File: src/hw/rtl/nus_pkg.sv
// ----------------------------------------------------------------------------
// nus_pkg: shared constants, types and tables
// Frame geometry, scaling reciprocals, color conversion constants and the
// structs that travel between the scaler's pipeline parts.
// ----------------------------------------------------------------------------
package nus_pkg;

   // Frame geometry
   localparam int SRC_W = 320;
   localparam int SRC_H = 200;
   localparam int DST_W = 800;
   localparam int DST_H = 480;

   // Field widths of the request and response channels
   localparam int SRC_COL_W = 9;
   localparam int SRC_ROW_W = 8;
   localparam int OUT_COL_W = 10;
   localparam int OUT_ROW_W = 9;
   localparam int PIX_W     = 16;

   // Frame store
   localparam int FRAME_DEPTH = SRC_W * SRC_H;
   localparam int ADDR_W      = (FRAME_DEPTH > 1) ? $clog2(FRAME_DEPTH) : 1;

   // Source coordinate widths (hold up to the frame size itself)
   localparam int SX_W = $clog2(SRC_W + 1);
   localparam int SY_W = $clog2(SRC_H + 1);

   // Column map: sx = (dx*SRC_W)/DST_W as multiply by ceil(2^K/DST_W), shift K.
   // K = numerator bits + clog2(divisor) keeps the quotient exact.
   localparam int PCOL_W  = OUT_COL_W + SX_W;
   localparam int KCOL    = PCOL_W + $clog2(DST_W);
   localparam int MCOL_W  = PCOL_W + 2;
   localparam longint unsigned MCOL_L =
      ((64'd1 << KCOL) + 64'(DST_W) - 64'd1) / 64'(DST_W);
   localparam logic [MCOL_W-1:0] MCOL = MCOL_W'(MCOL_L);
   localparam int PRODC_W = PCOL_W + MCOL_W;

   // Row map, same scheme
   localparam int PROW_W  = OUT_ROW_W + SY_W;
   localparam int KROW    = PROW_W + $clog2(DST_H);
   localparam int MROW_W  = PROW_W + 2;
   localparam longint unsigned MROW_L =
      ((64'd1 << KROW) + 64'(DST_H) - 64'd1) / 64'(DST_H);
   localparam logic [MROW_W-1:0] MROW = MROW_W'(MROW_L);
   localparam int PRODR_W = PROW_W + MROW_W;

   // Color conversion constants
   localparam int C5_MAX     = 31;
   localparam int C6_MAX     = 63;
   localparam int C8_MAX     = 255;
   localparam int Y_R        = 299;
   localparam int Y_G        = 587;
   localparam int Y_B        = 114;
   localparam int U_K        = 565;
   localparam int V_K        = 713;
   localparam int YUV_DIV    = 1000;
   localparam int CHROMA_OFS = 128;

   // Division by YUV_DIV: numerators stay below 2^18 (255*1000 max)
   localparam int YSUM_W  = 18;
   localparam int DIV_K   = YSUM_W + $clog2(YUV_DIV);
   localparam int DIV_M_W = YSUM_W + 2;
   localparam logic [DIV_M_W-1:0] DIV_M =
      DIV_M_W'(((64'd1 << DIV_K) + 64'(YUV_DIV) - 64'd1) / 64'(YUV_DIV));
   localparam int DIVP_W  = YSUM_W + DIV_M_W;

   // Result queue
   localparam int Q_DEPTH = 16;
   localparam int Q_PTR_W = $clog2(Q_DEPTH);
   localparam int Q_CNT_W = $clog2(Q_DEPTH + 1);

   // Request kinds
   typedef enum logic {
      REQ_WRITE = 1'b0,
      REQ_READ  = 1'b1
   } req_kind_type;

   // One frame store access per cycle
   typedef struct packed {
      logic              rd;
      logic              wr;
      logic [ADDR_W-1:0] addr;
      logic [PIX_W-1:0]  data;
   } mem_cmd_type;

   // Result queue status
   typedef struct packed {
      logic               can_take;
      logic [Q_CNT_W-1:0] owed;
      logic [Q_CNT_W-1:0] fill;
   } q_stat_type;

   // Channel expansion tables: c*255/max, floored
   typedef logic [7:0] exp5_tbl_type [32];
   typedef logic [7:0] exp6_tbl_type [64];

   function automatic exp5_tbl_type build_exp5();
      exp5_tbl_type t;
      for (int i = 0; i < 32; i++) begin
         t[i] = 8'((i * C8_MAX) / C5_MAX);
      end
      return t;
   endfunction

   function automatic exp6_tbl_type build_exp6();
      exp6_tbl_type t;
      for (int i = 0; i < 64; i++) begin
         t[i] = 8'((i * C8_MAX) / C6_MAX);
      end
      return t;
   endfunction

   localparam exp5_tbl_type EXP5_TBL = build_exp5();
   localparam exp6_tbl_type EXP6_TBL = build_exp6();

endpackage

File: src/hw/rtl/nus_outq.sv
// ----------------------------------------------------------------------------
// nus_outq: result queue with credit count
// Holds finished pixels until the response side takes them. Counts reads
// owed (in flight plus queued) so the queue can never overflow.
// ----------------------------------------------------------------------------
module nus_outq (
   input  logic                      clock,
   input  logic                      reset,
   input  logic                      take_read,
   input  logic                      push,
   input  logic [nus_pkg::PIX_W-1:0] push_data,
   input  logic                      out_ready,
   output logic                      out_valid,
   output logic [nus_pkg::PIX_W-1:0] out_data,
   output nus_pkg::q_stat_type       q_stat
);

   logic [nus_pkg::PIX_W-1:0]   slot_ff [nus_pkg::Q_DEPTH];
   logic [nus_pkg::Q_PTR_W-1:0] wr_ptr_ff, wr_ptr_in;
   logic [nus_pkg::Q_PTR_W-1:0] rd_ptr_ff, rd_ptr_in;
   logic [nus_pkg::Q_CNT_W-1:0] fill_ff,   fill_in;
   logic [nus_pkg::Q_CNT_W-1:0] owed_ff,   owed_in;
   logic                        pop;

   // Pointer and count updates
   always_comb begin
      pop       = out_valid && out_ready;
      wr_ptr_in = push ? wr_ptr_ff + nus_pkg::Q_PTR_W'(1) : wr_ptr_ff;
      rd_ptr_in = pop  ? rd_ptr_ff + nus_pkg::Q_PTR_W'(1) : rd_ptr_ff;
      fill_in   = fill_ff + nus_pkg::Q_CNT_W'(push) - nus_pkg::Q_CNT_W'(pop);
      owed_in   = owed_ff + nus_pkg::Q_CNT_W'(take_read) - nus_pkg::Q_CNT_W'(pop);
   end

   always_ff @(posedge clock) begin
      if (reset) begin
         wr_ptr_ff <= '0;
         rd_ptr_ff <= '0;
         fill_ff   <= '0;
         owed_ff   <= '0;
      end else begin
         wr_ptr_ff <= wr_ptr_in;
         rd_ptr_ff <= rd_ptr_in;
         fill_ff   <= fill_in;
         owed_ff   <= owed_in;
      end
   end

   // Storage
   always_ff @(posedge clock) begin
      if (push) begin
         slot_ff[wr_ptr_ff] <= push_data;
      end
   end

   assign out_valid       = (fill_ff != '0);
   assign out_data        = slot_ff[rd_ptr_ff];
   assign q_stat.can_take = (owed_ff < nus_pkg::Q_CNT_W'(nus_pkg::Q_DEPTH));
   assign q_stat.owed     = owed_ff;
   assign q_stat.fill     = fill_ff;

endmodule

File: config.mk
export PLATFORM = sky130hd
export DESIGN_NAME = nus_outq
export DESIGN_NICKNAME = d
export VERILOG_FILES = /design/src/hw/rtl/nus_pkg.sv /design/src/hw/rtl/nus_outq.sv
export SDC_FILE = /design/constraint.sdc
export NUM_CORES = 1
export LEC_CHECK = 0
export ABC_AREA = 1
export BUFFER_PORTS_ARGS = -buffer_cell sky130_fd_sc_hd__buf_2
export CORE_ASPECT_RATIO = 0.5
export CORE_MARGIN = 5
export CORE_UTILIZATION = 35
export DETAILED_ROUTE_END_ITERATION = 8
export PLACE_DENSITY = 0.55
export SYNTH_ARGS = -nofsm -noshare
export SYNTH_HDL_FRONTEND = slang
export SYNTH_SLANG_ARGS = --single-unit
File: constraint.sdc
create_clock -name clock -period 7.1 [get_ports clock]
set_input_delay 0.355 -clock clock [delete_from_list [all_inputs] [get_ports clock]]
set_output_delay 0.355 -clock clock [all_outputs]
set_load 0.01 [all_outputs]
**Yosys cells after proc, flatten, opt, wreduce, memory -nomap -nowiden**

Memory sizes are Yosys's and may differ from the RTL's. A register that Yosys moved wholly into a read port is not among the register bits.
Index checks and enable logic that the tools add are counted.

- Memories: 1
- Input port bits: 21
- Latch bits: 0
- Word-level logic and storage cells: 18
- Bits in writable memories: 256
- Flip-flop bits (word level): 18
- Output and inout port bits: 28
- Bits in read-only memories: 0

- $add $sub $neg: 6
- Div/mod/pow operators: 0
- Multiplexer cells: 4
- Eq/ne operators: 0
- Reduce and logical (&&, ||, !) cells: 2
- Multipliers: 0
- Shifts and indexed selects: 0
- Bitwise operators: 0
- Order comparisons: 1

Memory list:

| memory | words | width | rd ports | clocked after Yosys merged registers in | write ports | line | source |
|---|---|---|---|---|---|---|---|
| slot_ff | 16 | 16 | 1 | 1 | 1 | nus_outq.sv:18 | `logic [nus_pkg::PIX_W-1:0] slot_ff [nus_pkg::Q_DEPTH];` |

Operators with widths:

| kind | number |
|---|---|
| 5-bit by 1-bit adder with 5-bit output | 2 |
| 5-bit by 1-bit subtractor with 5-bit output | 2 |
| 4-bit by 1-bit adder with 4-bit output, second input constant | 2 |
| 4-bit 2-to-1 mux | 2 |
| 5-bit less-than comparator, second input constant | 1 |
| 5-bit nonzero test | 1 |
| 1-bit 2-to-1 mux | 2 |
| 1-bit logical AND | 1 |

**Depth between registers and ports, before layout**

Gate-level depths: netlist of the first run.

- Depth in word-level cells: 4
- Gate-level depth with buffers: 17
- Depth with buffers taken out: 17

**Worst setup path after synthesis of the first run**

Ideal clock, no wire load.

- Path type: reg-to-reg
- Start point: reg fill_ff[2] (netlist name)
- End point: reg owed_ff[4] (netlist name)
- Clock period less this slack: 2.419 ns
- Stages on the path, launching flop included: 17
- Library setup time: 0.113 ns
- Buffers on the path: 0
- Data arrival time: 2.306 ns
- Setup slack: 4.681 ns
- Required time: 6.987 ns
- Path through: dfxtp_1 inv_1 ha_1 inv_1 nor2_1 a21boi_1 ha_1 inv_1 ha_1 inv_1 fa_1 inv_1 nand2_1 nand2_1 a21oi_1 nor2_1 nor2_1

- Cells in the longest elaborated chain, start to end: 3

RTL lines:

| item | line | source |
|---|---|---|
| start, declared | nus_outq.sv:21 | `logic [nus_pkg::Q_CNT_W-1:0] fill_ff, fill_in;` |
| start signal, assigned | nus_outq.sv:43 | `fill_ff <= fill_in;` |
| 5-bit nonzero test | nus_outq.sv:55 | `assign out_valid = (fill_ff != '0);` |
| 1-bit logical AND | nus_outq.sv:27 | `pop = out_valid && out_ready;` |
| 5-bit by 1-bit subtractor with 5-bit output | nus_outq.sv:31 | `owed_in = owed_ff + nus_pkg::Q_CNT_W'(take_read) - nus_pkg::Q_CNT_W'(pop);` |
| end signal, assigned | nus_outq.sv:44 | `owed_ff <= owed_in;` |
| end, declared | nus_outq.sv:22 | `logic [nus_pkg::Q_CNT_W-1:0] owed_ff, owed_in;` |

Every way passes these cells.
A chain may end at the register's enable or synchronous reset.

==> metrics.csv, run 1 <==
stage,metric,value,unit
drt,vias per cell,4.617,
yosys,sequential element share of the synthesized area,0.6682,
yosys,mux share of post-synthesis cell area,0,
layout,nets@finish,1282,
worst_setup_path,RR Endpoint,fill_ff[4],
placement,Port Buffers,48,
worst_setup_path,Register-to-Register Path Depth,16,
worst_setup_path,Critical Path AT,3.43,ns
worst_setup_path,Worst R2R Setup Slack,4.40,ns
yosys,top-count cell post-synth,nand2_1,
yosys,"Distinct cells, synth",21,
min_path,Hold Crit Endpoint,fill_ff[1],
yosys,"top cells by area, synth","edfxtp_1, nand2_1, nand3_1",
global_route,global-route usage over all layers,0.1560,
global_route,global-route wire length before repair,45870,um
yosys,largest area contributor in the netlist,edfxtp_1,
clock_tree,Root Driver,clkbuf_16,
die,full die area,0.03881,mm2
global_route,initial antenna violation count,1,
drt,Post-route DRC,0,
layout,layout cells sized above 1,0.09881,
yosys,Mapped Nets,1241,
clock_tree,Num CTS Buffers,28,
min_path,HP Start,reset,
timing,Final Cycle Share,0.5331,
placement,placed insts,1688,
worst_setup_path,critical path class,flop to primary output,
drt,Pre-antenna DRT Iters,5,
die,CORE AREA,0.03435,mm2
yosys,Mapped Avg Cell Area,10.12,um2
clock_tree,clock sink count,278,
yosys,top_reg_cell synth,edfxtp_1,
timing,Final min period,3.785,ns
die,Starting Density,0.3541,
timing,clock skew,0.02587,ns
yosys,Mapped Area,0.01216,mm2
placement,HPWL after detailed placement,16080,um
die,io pins,49,
power,clock share of power,0.356,
drt,ANT nets after route,0,
yosys,dominant combinational cell family by area after synthesis,simple AND/OR/NAND/NOR gates,
die,Die Ht,141.8,um
die,Die Wd,273.6,um
timing,Final Hold Violating Endpoints,0,
power,NetSw,1.285,mW
clock_tree,CTS Buffer Depth,3,
layout,area growth from synthesis to layout,13.98,%
global_route,pin count of the biggest net entering global routing,95,
min_path,worst hold-check path type,input port to flop,
min_path,Hold Crit Depth,2,
worst_setup_path,WP data required,6.74,ns
power,switching part of the total,0.2954,
drt,First DRT Iteration DRCs,784,
yosys,compound-cell area share of the yosys netlist,0.006995,
placement,pre-CTS WS,3.873,ns
clock_tree,clk_lat worst skew,0.57,ns
power,maximum vdd drop,0.1822,mV
clock_tree,clk slew on worst S/H paths,0.06,ns
yosys,Post-synth EDFFs,256,
layout,# diodes,0,
worst_setup_path,r2r startpoint,fill_ff[2],
worst_setup_path,startpoint types,flop,
power,PD cells,313.7,mW/mm2
run_status,status,"complete, no violations",
timing,max frequency,264.2,MHz
yosys,Synth top area share,0.6320,
timing,total negative setup slack,0,ns
timing,final setup violation count,0,
drt,routed via count,8034,
yosys,Syn. warnings,0,
yosys,share of flip-flops with an asynchronous set or reset,0,
drt,drt total wl,30040,um
global_route,vias in the first global route,7627,
power,internal power,3.064,mW
yosys,Synth top cells by count,"nand2_1, edfxtp_1, inv_1, nand3_1, nor2_1",
yosys,xor and xnor fraction of the mapped netlist area,0.002880,
clock_tree,post-CTS sizing,0,
clock_tree,hold-fix buffers at CTS,0,
clock_tree,# Post-CTS Setup Buffers,0,
power,Flop pwr share,0.434,
yosys,Post-Syn Instances,1202,
flow_run,Max-Cap Viols,0,
clock_tree,H-tree Lvls,1,
yosys,simple-gate share of the synthesized area,0.2062,
timing,max-slew violations,0,
drt,drt wl/cell,17.26,um
yosys,#FFs+latches synth,278,
layout,final non-filler cell total,1740,
global_route,gr ovfl total,0,
worst_setup_path,Setup crit end kind,primary output,
timing,final worst slack,3.315,ns
timing,Final Hold Slack,0.1053,ns
placement,GPL Wtd Cong,0.7653,
timing,Max transition margin,0.2647,
power,P_leak,5.925,nW
clock_tree,CTS tree,built,
die,row count,48,
timing,Slew @ Worst Pin,1.103,ns
power,combinational share of power,0.210,
yosys,post-synthesis adder-cell area fraction,0.01975,
timing,RSZ-0062 raised after global routing,no,
worst_setup_path,critical path peak fanout,71,
kinds of logic (layout without fill, tap and decap cells):
group / count (synthesis) / in the layout
compound gates: 16 / 16
xor+xnor: 4 / 4
fa+ha+maj: 18 / 18
buf+inv: 283 / 346
flops: 278 / 278
simple gates: 603 / 603
worst max-delay path, stage by stage (launching register included):
cell      delay (ns)
dfxtp_4         0.60
clkinv_2        0.80
buf_4           0.68
nand2_1         0.16
nand2_1         0.06
nand2_1         0.05
nand3_1         0.07
nand3_1         0.14
nand2_1         0.12
buf_2           0.16
per-layer routing:
| layer | share of wire | global-route usage | vias up |
|---|---|---|---|
| met4 | 0.017 | 0.02997 | 0 |
| met5 | 0 | 0 | - |
| met1 | 0.46 | 0.2230 | 3843 |
| met3 | 0.058 | 0.02839 | 42 |
| li1 | - | - | 3927 |
| met2 | 0.46 | 0.2531 | 222 |
metrics by stage:
| step | power, mW | instance area (um2) | utilization |
|---|---|---|---|
| global route | 4.599 | 13860 | 0.4036 |
| CTS | 4.394 | 13860 | 0.4036 |
| floorplan | 2.583 | 12160 | - |
| finish | 4.349 | 13860 | 0.4036 |
| detailed placement | 2.844 | 12890 | 0.3752 |
| global placement | 2.819 | 12890 | 0.3752 |
layout by cell type (no fill, tap or decap), types with 2 or more instances in the layout:
cell / count
inv_2: 2
a21oi_1: 11
xor2_1: 4
clkinv_1: 7
nor2_2: 10
buf_2: 48
dfxtp_1: 20
nand2_1: 368
clkinv_2: 3
clkbuf_1: 6
fa_1: 2
clkinvlp_4: 2
edfxtp_1: 256
nor2_1: 25
inv_1: 226
nand3_1: 193
clkbuf_16: 28
o21ai_0: 3
buf_4: 16
nor2_4: 6
ha_1: 16
bufinv_16: 5
state kept, by name, summed over array words and instances (netlist names), named ones only:
| register | cells |
|---|---|
| slot_ff | 256 |
| fill_ff | 5 |
| owed_ff | 5 |
| rd_ptr_ff | 4 |
| wr_ptr_ff | 4 |
power by group through the flow:
stage	logic (mW)	registers [mW]	clock network (mW)
after floorplan	0.671	1.91	0
after global placement	0.900	1.92	0
after detailed placement	0.923	1.92	0
after CTS	0.926	1.89	1.58
after global routing	1.04	1.89	1.66
final	0.913	1.89	1.55
cell type report:
class / count / area (um2)
Tap cell: 475 / 594.3
Sequential cell: 278 / 8133
Fill cell: 3380 / 20490
Inverter: 230 / 864.6
Timing Repair Buffer: 64 / 360.3
Multi-Input combinational cell: 641 / 2938
Clock buffer: 35 / 737.0
Clock inverter: 17 / 236.5
worst max-delay path by stage:
stage              endpoint  slack, ns  cells after the start
4_1_cts        out_data[10]       3.28                      8
3_5_place_dp   out_data[10]       3.87                      8
6_report       out_data[13]       3.31                      9
5_1_grt         out_data[3]       3.04                      8
2_1_floorplan    owed_ff[4]       4.68                     16
3_3_place_gp   out_data[10]       3.88                      8
Power figures use the tool's default switching activity.
==> inputs of run 2 (changes only) <==
==> constraint.sdc (replaced) <==
create_clock -name clock -period 3.5 [get_ports clock]
set_input_delay 0.175 -clock clock [delete_from_list [all_inputs] [get_ports clock]]
set_output_delay 0.175 -clock clock [all_outputs]
set_load 0.01 [all_outputs]
==> metrics.csv, run 2 (same netlist as run 1, synthesis figures left out) <==
stage,metric,value,unit,change
run_status,status,"complete, no violations",,unchanged
worst_setup_path,startpoint types,flop,,unchanged
worst_setup_path,Register-to-Register Path Depth,17,,was 16
worst_setup_path,WP data required,3.32,ns,was 6.74 ns
timing,Slew @ Worst Pin,0.9454,ns,was 1.103 ns
global_route,initial antenna violation count,0,,was 1
clock_tree,hold-fix buffers at CTS,20,,was 0
die,io pins,49,,unchanged
global_route,pin count of the biggest net entering global routing,76,,was 95
placement,Port Buffers,48,,unchanged
min_path,Hold Crit Endpoint,owed_ff[1],,was fill_ff[1]
global_route,gr ovfl total,0,,unchanged
layout,layout cells sized above 1,0.09845,,was 0.09881
layout,area growth from synthesis to layout,14.82,%,was 13.98%
drt,First DRT Iteration DRCs,830,,was 784
timing,Max transition margin,0.3691,,was 0.2647
clock_tree,CTS Buffer Depth,3,,unchanged
worst_setup_path,Setup crit end kind,primary output,,unchanged
power,clock share of power,0.319,,was 0.356
drt,Pre-antenna DRT Iters,5,,unchanged
worst_setup_path,Critical Path AT,2.65,ns,was 3.43 ns
min_path,Hold Crit Depth,3,,was 2
power,Flop pwr share,0.456,,was 0.434
worst_setup_path,critical path class,flop to primary output,,unchanged
power,P_leak,5.984,nW,was 5.925 nW
drt,ANT nets after route,0,,unchanged
die,row count,48,,unchanged
flow_run,Max-Cap Viols,0,,unchanged
timing,max frequency,354.0,MHz,
timing,total negative setup slack,0,ns,unchanged
power,switching part of the total,0.3076,,was 0.2954
timing,Final Cycle Share,0.8071,,
clock_tree,# Post-CTS Setup Buffers,0,,unchanged
layout,"Most flops, register",slot_ff,,unchanged
power,NetSw,2.601,mW,was 1.285 mW
drt,drt wl/cell,17.21,um,was 17.26 um
timing,clock skew,0.02380,ns,was 0.02587 ns
power,maximum vdd drop,0.3447,mV,was 0.1822 mV
die,full die area,0.03881,mm2,unchanged
power,combinational share of power,0.225,,was 0.210
power,internal power,5.856,mW,was 3.064 mW
power,PD cells,605.6,mW/mm2,was 313.7 mW/mm2
placement,GPL Wtd Cong,0.7675,,was 0.7653
die,Die Wd,273.6,um,unchanged
clock_tree,clk slew on worst S/H paths,0.06,ns,about the same
layout,"most common cell after layout, fill and taps aside",nand2_1,,unchanged
layout,nets@finish,1312,,was 1282
timing,Final min period,2.825,ns,
timing,Final Hold Slack,0.4825,ns,was 0.1053 ns
die,Die Ht,141.8,um,unchanged
drt,drt total wl,30370,um,was 30040 um
layout,most frequent cells in the layout,"nand2_1, edfxtp_1, inv_1",,unchanged
power,Pwr Total,8.458,mW,was 4.349 mW
clock_tree,H-tree Lvls,1,,unchanged
timing,Final Hold Violating Endpoints,0,,unchanged
global_route,global-route usage over all layers,0.1562,,was 0.1560
min_path,HP Start,reset,,unchanged
layout,post-layout util,0.4065,,was 0.4036
clock_tree,post-CTS sizing,0,,unchanged
timing,RSZ-0062 raised after global routing,no,,unchanged
clock_tree,clock sink count,278,,unchanged
clock_tree,clk_lat worst skew,0.57,ns,about the same
timing,max-slew violations,0,,unchanged
timing,final setup violation count,0,,unchanged
die,CORE AREA,0.03435,mm2,unchanged
drt,routed via count,8225,,was 8034
min_path,worst hold-check path type,input port to flop,,unchanged
layout,largest registers,"slot_ff (256), fill_ff (5), owed_ff (5)",,unchanged
global_route,vias in the first global route,7833,,was 7627
die,Starting Density,0.3541,,unchanged
layout,# diodes,0,,unchanged
layout,max reg flops,256,,unchanged
worst_setup_path,Worst R2R Setup Slack,0.81,ns,was 4.40 ns
clock_tree,Num CTS Buffers,28,,unchanged
drt,Post-route DRC,0,,unchanged
worst_setup_path,critical path peak fanout,55,,was 71
clock_tree,Root Driver,clkbuf_16,,unchanged
global_route,global-route wire length before repair,46370,um,was 45870 um
worst_setup_path,RR Endpoint,owed_ff[4],,was fill_ff[4]
drt,vias per cell,4.660,,was 4.617
worst_setup_path,r2r startpoint,fill_ff[2],,unchanged
placement,HPWL after detailed placement,17200,um,was 16080 um
clock_tree,CTS tree,built,,unchanged
[run 2: cell count changes in the layout (fill, tap and decap cells not counted), sizes merged]
cell	before	now
clkinv	11	9
buf	64	74
inv	229	228
clkbuf	35	38
dlygate4sd3	0	20
bufinv	5	0
[run 2: area by class of cell]
class / instances / area [um2]
Clock buffer: 38 / 738.2
Clock inverter: 9 / 67.56
Tap cell: 475 / 594.3
Inverter: 230 / 864.6
Multi-Input combinational cell: 641 / 2908
Fill cell: 3314 / 20390
Timing Repair Buffer: 94 / 660.6
Sequential cell: 278 / 8133
[run 2: worst max-delay path by stage]
stage	cells past startpoint	end	from	slack [ns]
6_report	8	out_data[1]	flop	0.68
3_5_place_dp	17	owed_ff[4]	fill_ff[2]	0.77
2_1_floorplan	16	owed_ff[4]	fill_ff[2]	1.08
3_3_place_gp	17	owed_ff[4]	fill_ff[2]	0.94
4_1_cts	8	out_data[1]	flop	0.65
5_1_grt	8	out_data[1]	flop	0.51
[run 2: layer usage]
metal,vias to the layer above,GRT usage,part of all wire
met3,46,0.02585,0.069
li1,3977,-,-
met5,-,0,0
met1,3949,0.2337,0.47
met2,253,0.2426,0.44
met4,0,0.03050,0.017
[run 2: critical path: stages, from the launching register on]
cell and delay [ns]:
dfxtp_4 0.76, clkinv_2 0.17, buf_4 0.35, nand2_1 0.13, nand3_1 0.08, nand3_1 0.11, nand3_1 0.10, nand2_1 0.17
buf_2 0.16
[run 2: power by group through the flow]
stage | logic (mW) | clock network (mW) | registers, mW
global route | 2.17 | 2.92 | 3.87
floorplan | 1.36 | 0 | 3.88
CTS | 1.93 | 2.78 | 3.86
detailed placement | 1.90 | 0 | 3.93
global placement | 1.85 | 0 | 3.92
finish | 1.90 | 2.70 | 3.86
[run 2: stage by stage]
step           cell area [um2]  std cells  worst slack, ns
6_report                 13970       1765           0.6751
4_1_cts                  13970       1765           0.6545
2_1_floorplan            12160       1202            1.081
3_5_place_dp             12960       1698           0.7712
3_3_place_gp             12960       1698           0.9409
5_1_grt                  13970       1765           0.5069
==> inputs of run 3 (changes only) <==
==> constraint.sdc (replaced) <==
create_clock -name clock -period 3 [get_ports clock]
set_input_delay 0.15 -clock clock [delete_from_list [all_inputs] [get_ports clock]]
set_output_delay 0.15 -clock clock [all_outputs]
set_load 0.01 [all_outputs]
==> metrics.csv, run 3 (same netlist as run 1, synthesis figures left out) <==
stage,metric,value,unit,change
run_status,status,"complete, no violations",,unchanged
clock_tree,clk_lat worst skew,0.58,ns,was 0.57 ns
layout,area growth from synthesis to layout,16.13,%,was 14.82%
flow_run,Max-Cap Viols,0,,unchanged
die,Die Wd,273.6,um,unchanged
power,PD cells,718.9,mW/mm2,was 605.6 mW/mm2
die,Die Ht,141.8,um,unchanged
drt,drt wl/cell,17.01,um,was 17.21 um
worst_setup_path,most frequent CP cell,inv_1,,was nand3_1
clock_tree,Root Driver,clkbuf_16,,unchanged
timing,Final Cycle Share,0.9056,,
worst_setup_path,critical path class,flop to flop,,was flop to primary output
layout,max reg flops,256,,unchanged
global_route,vias in the first global route,7593,,was 7833
timing,max-slew violations,0,,unchanged
power,maximum vdd drop,0.4559,mV,was 0.3447 mV
clock_tree,H-tree Lvls,1,,unchanged
die,full die area,0.03881,mm2,unchanged
global_route,initial antenna violation count,0,,unchanged
worst_setup_path,Critical Path AT,3.20,ns,was 2.65 ns
layout,area of the multi-input gates,0.002908,mm2,unchanged
timing,Max transition margin,0.3933,,was 0.3691
min_path,worst hold-check path type,input port to flop,,unchanged
layout,nets@finish,1313,,was 1312
drt,Pre-antenna DRT Iters,5,,unchanged
power,P_leak,6.054,nW,was 5.984 nW
drt,routed via count,8124,,was 8225
clock_tree,clock sink count,278,,unchanged
timing,Final min period,2.717,ns,
placement,HPWL after detailed placement,16440,um,was 17200 um
die,row count,48,,unchanged
worst_setup_path,Setup crit end kind,flop,,was primary output
layout,most frequent cells in the layout,"nand2_1, edfxtp_1, inv_1",,unchanged
global_route,global-route usage over all layers,0.1536,,was 0.1562
clock_tree,# Post-CTS Setup Buffers,0,,unchanged
worst_setup_path,startpoint types,flop,,unchanged
clock_tree,CTS tree,built,,unchanged
drt,vias per cell,4.600,,was 4.660
timing,clock skew,0.03487,ns,was 0.02380 ns
layout,"Most flops, register",slot_ff,,unchanged
placement,placed insts,1699,,was 1698
layout,post-layout util,0.4112,,was 0.4065
layout,"most common cell after layout, fill and taps aside",nand2_1,,unchanged
timing,final setup violation count,0,,unchanged
timing,max frequency,368.1,MHz,
placement,GPL Wtd Cong,0.7635,,was 0.7675
layout,Reg area,0.008133,mm2,unchanged
timing,Final Hold Slack,0.4606,ns,was 0.4825 ns
worst_setup_path,CP max stage delay,0.44,ns,was 0.76 ns
worst_setup_path,Critical Path Slowest Stage Cell,a21boi_1,,was dfxtp_4
timing,Slew @ Worst Pin,0.9091,ns,was 0.9454 ns
drt,drt total wl,30040,um,was 30370 um
layout,final non-filler cell total,1766,,was 1765
layout,# diodes,0,,unchanged
drt,First DRT Iteration DRCs,635,,was 830
layout,layout cells sized above 1,0.1046,,was 0.09845
layout,fillers,3296,,was 3314
clock_tree,CTS Buffer Depth,3,,unchanged
clock_tree,clk slew on worst S/H paths,0.06,ns,about the same
placement,Port Buffers,48,,unchanged
timing,RSZ-0062 raised after global routing,no,,unchanged
die,Starting Density,0.3541,,unchanged
power,Pwr Total,10.15,mW,was 8.458 mW
worst_setup_path,WP data required,3.49,ns,was 3.32 ns
layout,largest registers,"slot_ff (256), fill_ff (5), owed_ff (5)",,unchanged
global_route,global-route wire length before repair,45550,um,was 46370 um
clock_tree,Num CTS Buffers,28,,unchanged
die,io pins,49,,unchanged
timing,total negative setup slack,0,ns,unchanged
drt,Post-route DRC,0,,unchanged
worst_setup_path,critical path peak fanout,7,,was 55
worst_setup_path,CP Cell Sequence,inv_1 -> ha_1 -> inv_1 -> nor2_1 -> a21boi_1 -> ha_1 -> inv_1 -> ha_1 -> inv_1 -> fa_1 -> inv_1 -> nand2_1 -> nand2_1 -> a21oi_1 -> nand2_1 -> nand2_1 -> nor2_1,,was clkinv_2 -> buf_4 -> nand2_1 -> nand3_1 -> nand3_1 -> nand3_1 -> nand2_1 -> buf_2
timing,Final Hold Violating Endpoints,0,,unchanged
die,CORE AREA,0.03435,mm2,unchanged
drt,ANT nets after route,0,,unchanged
global_route,pin count of the biggest net entering global routing,129,,was 76
global_route,gr ovfl total,0,,unchanged
==> run 3: repair_timing <==
action,CTS,global route
resized for setup,0,0
hold buffers,20,0
hold endpoints to repair,267,0
==> run 3: final timing paths <==
path	startpoint	to	slack [ns]	depth (start not counted)
hold reg to reg	wr_ptr_ff[0]	wr_ptr_ff[0]	0.52	1
setup / recovery	fill_ff[2]	fill_ff[4]	0.28	17
setup reg to reg	fill_ff[2]	fill_ff[4]	0.28	17
hold / removal	reset	fill_ff[1]	0.46	3
==> run 3: worst max-delay path: cells and delay by family, from the launching register on <==
family | cells | cell delay (ns)
adder cells (fa/ha/maj) | 4 | 1.09
AO/OA/AOI/OAI | 2 | 0.52
AND/OR/NAND/NOR | 6 | 0.40
flip-flops | 1 | 0.36
buffers and inverters | 5 | 0.30
==> run 3: where the power goes <==
part           switching (mW)  internal, mW
logic                    1.53         0.778
clock network            1.45          1.97
registers              0.0789          4.35
total                    3.06          7.10
==> run 3: area by class of cell <==
cell class | count | share of cell area
Clock buffer | 32 | 0.05067
Clock inverter | 15 | 0.01267
Timing Repair Buffer | 95 | 0.05173
Tap cell | 475 | 0.04208
Sequential cell | 278 | 0.5758
Inverter | 230 | 0.06121
Multi-Input combinational cell | 641 | 0.2059
==> run 3: per-stage QoR <==
stage,setup slack [ns],area (um2)
4_1_cts,0.2850,14120
3_3_place_gp,0.4398,13030
3_5_place_dp,0.2980,13030
6_report,0.2833,14120
5_1_grt,0.04803,14120
2_1_floorplan,0.5813,12160
==> run 3: metal layers <==
metal  GRT usage  up-vias  share of wire
li1            -     3984              -
met1      0.2265     3872           0.48
met2      0.2416      224           0.45
met3     0.02687       44          0.052
met4     0.02970        0          0.016
met5           0        -              0
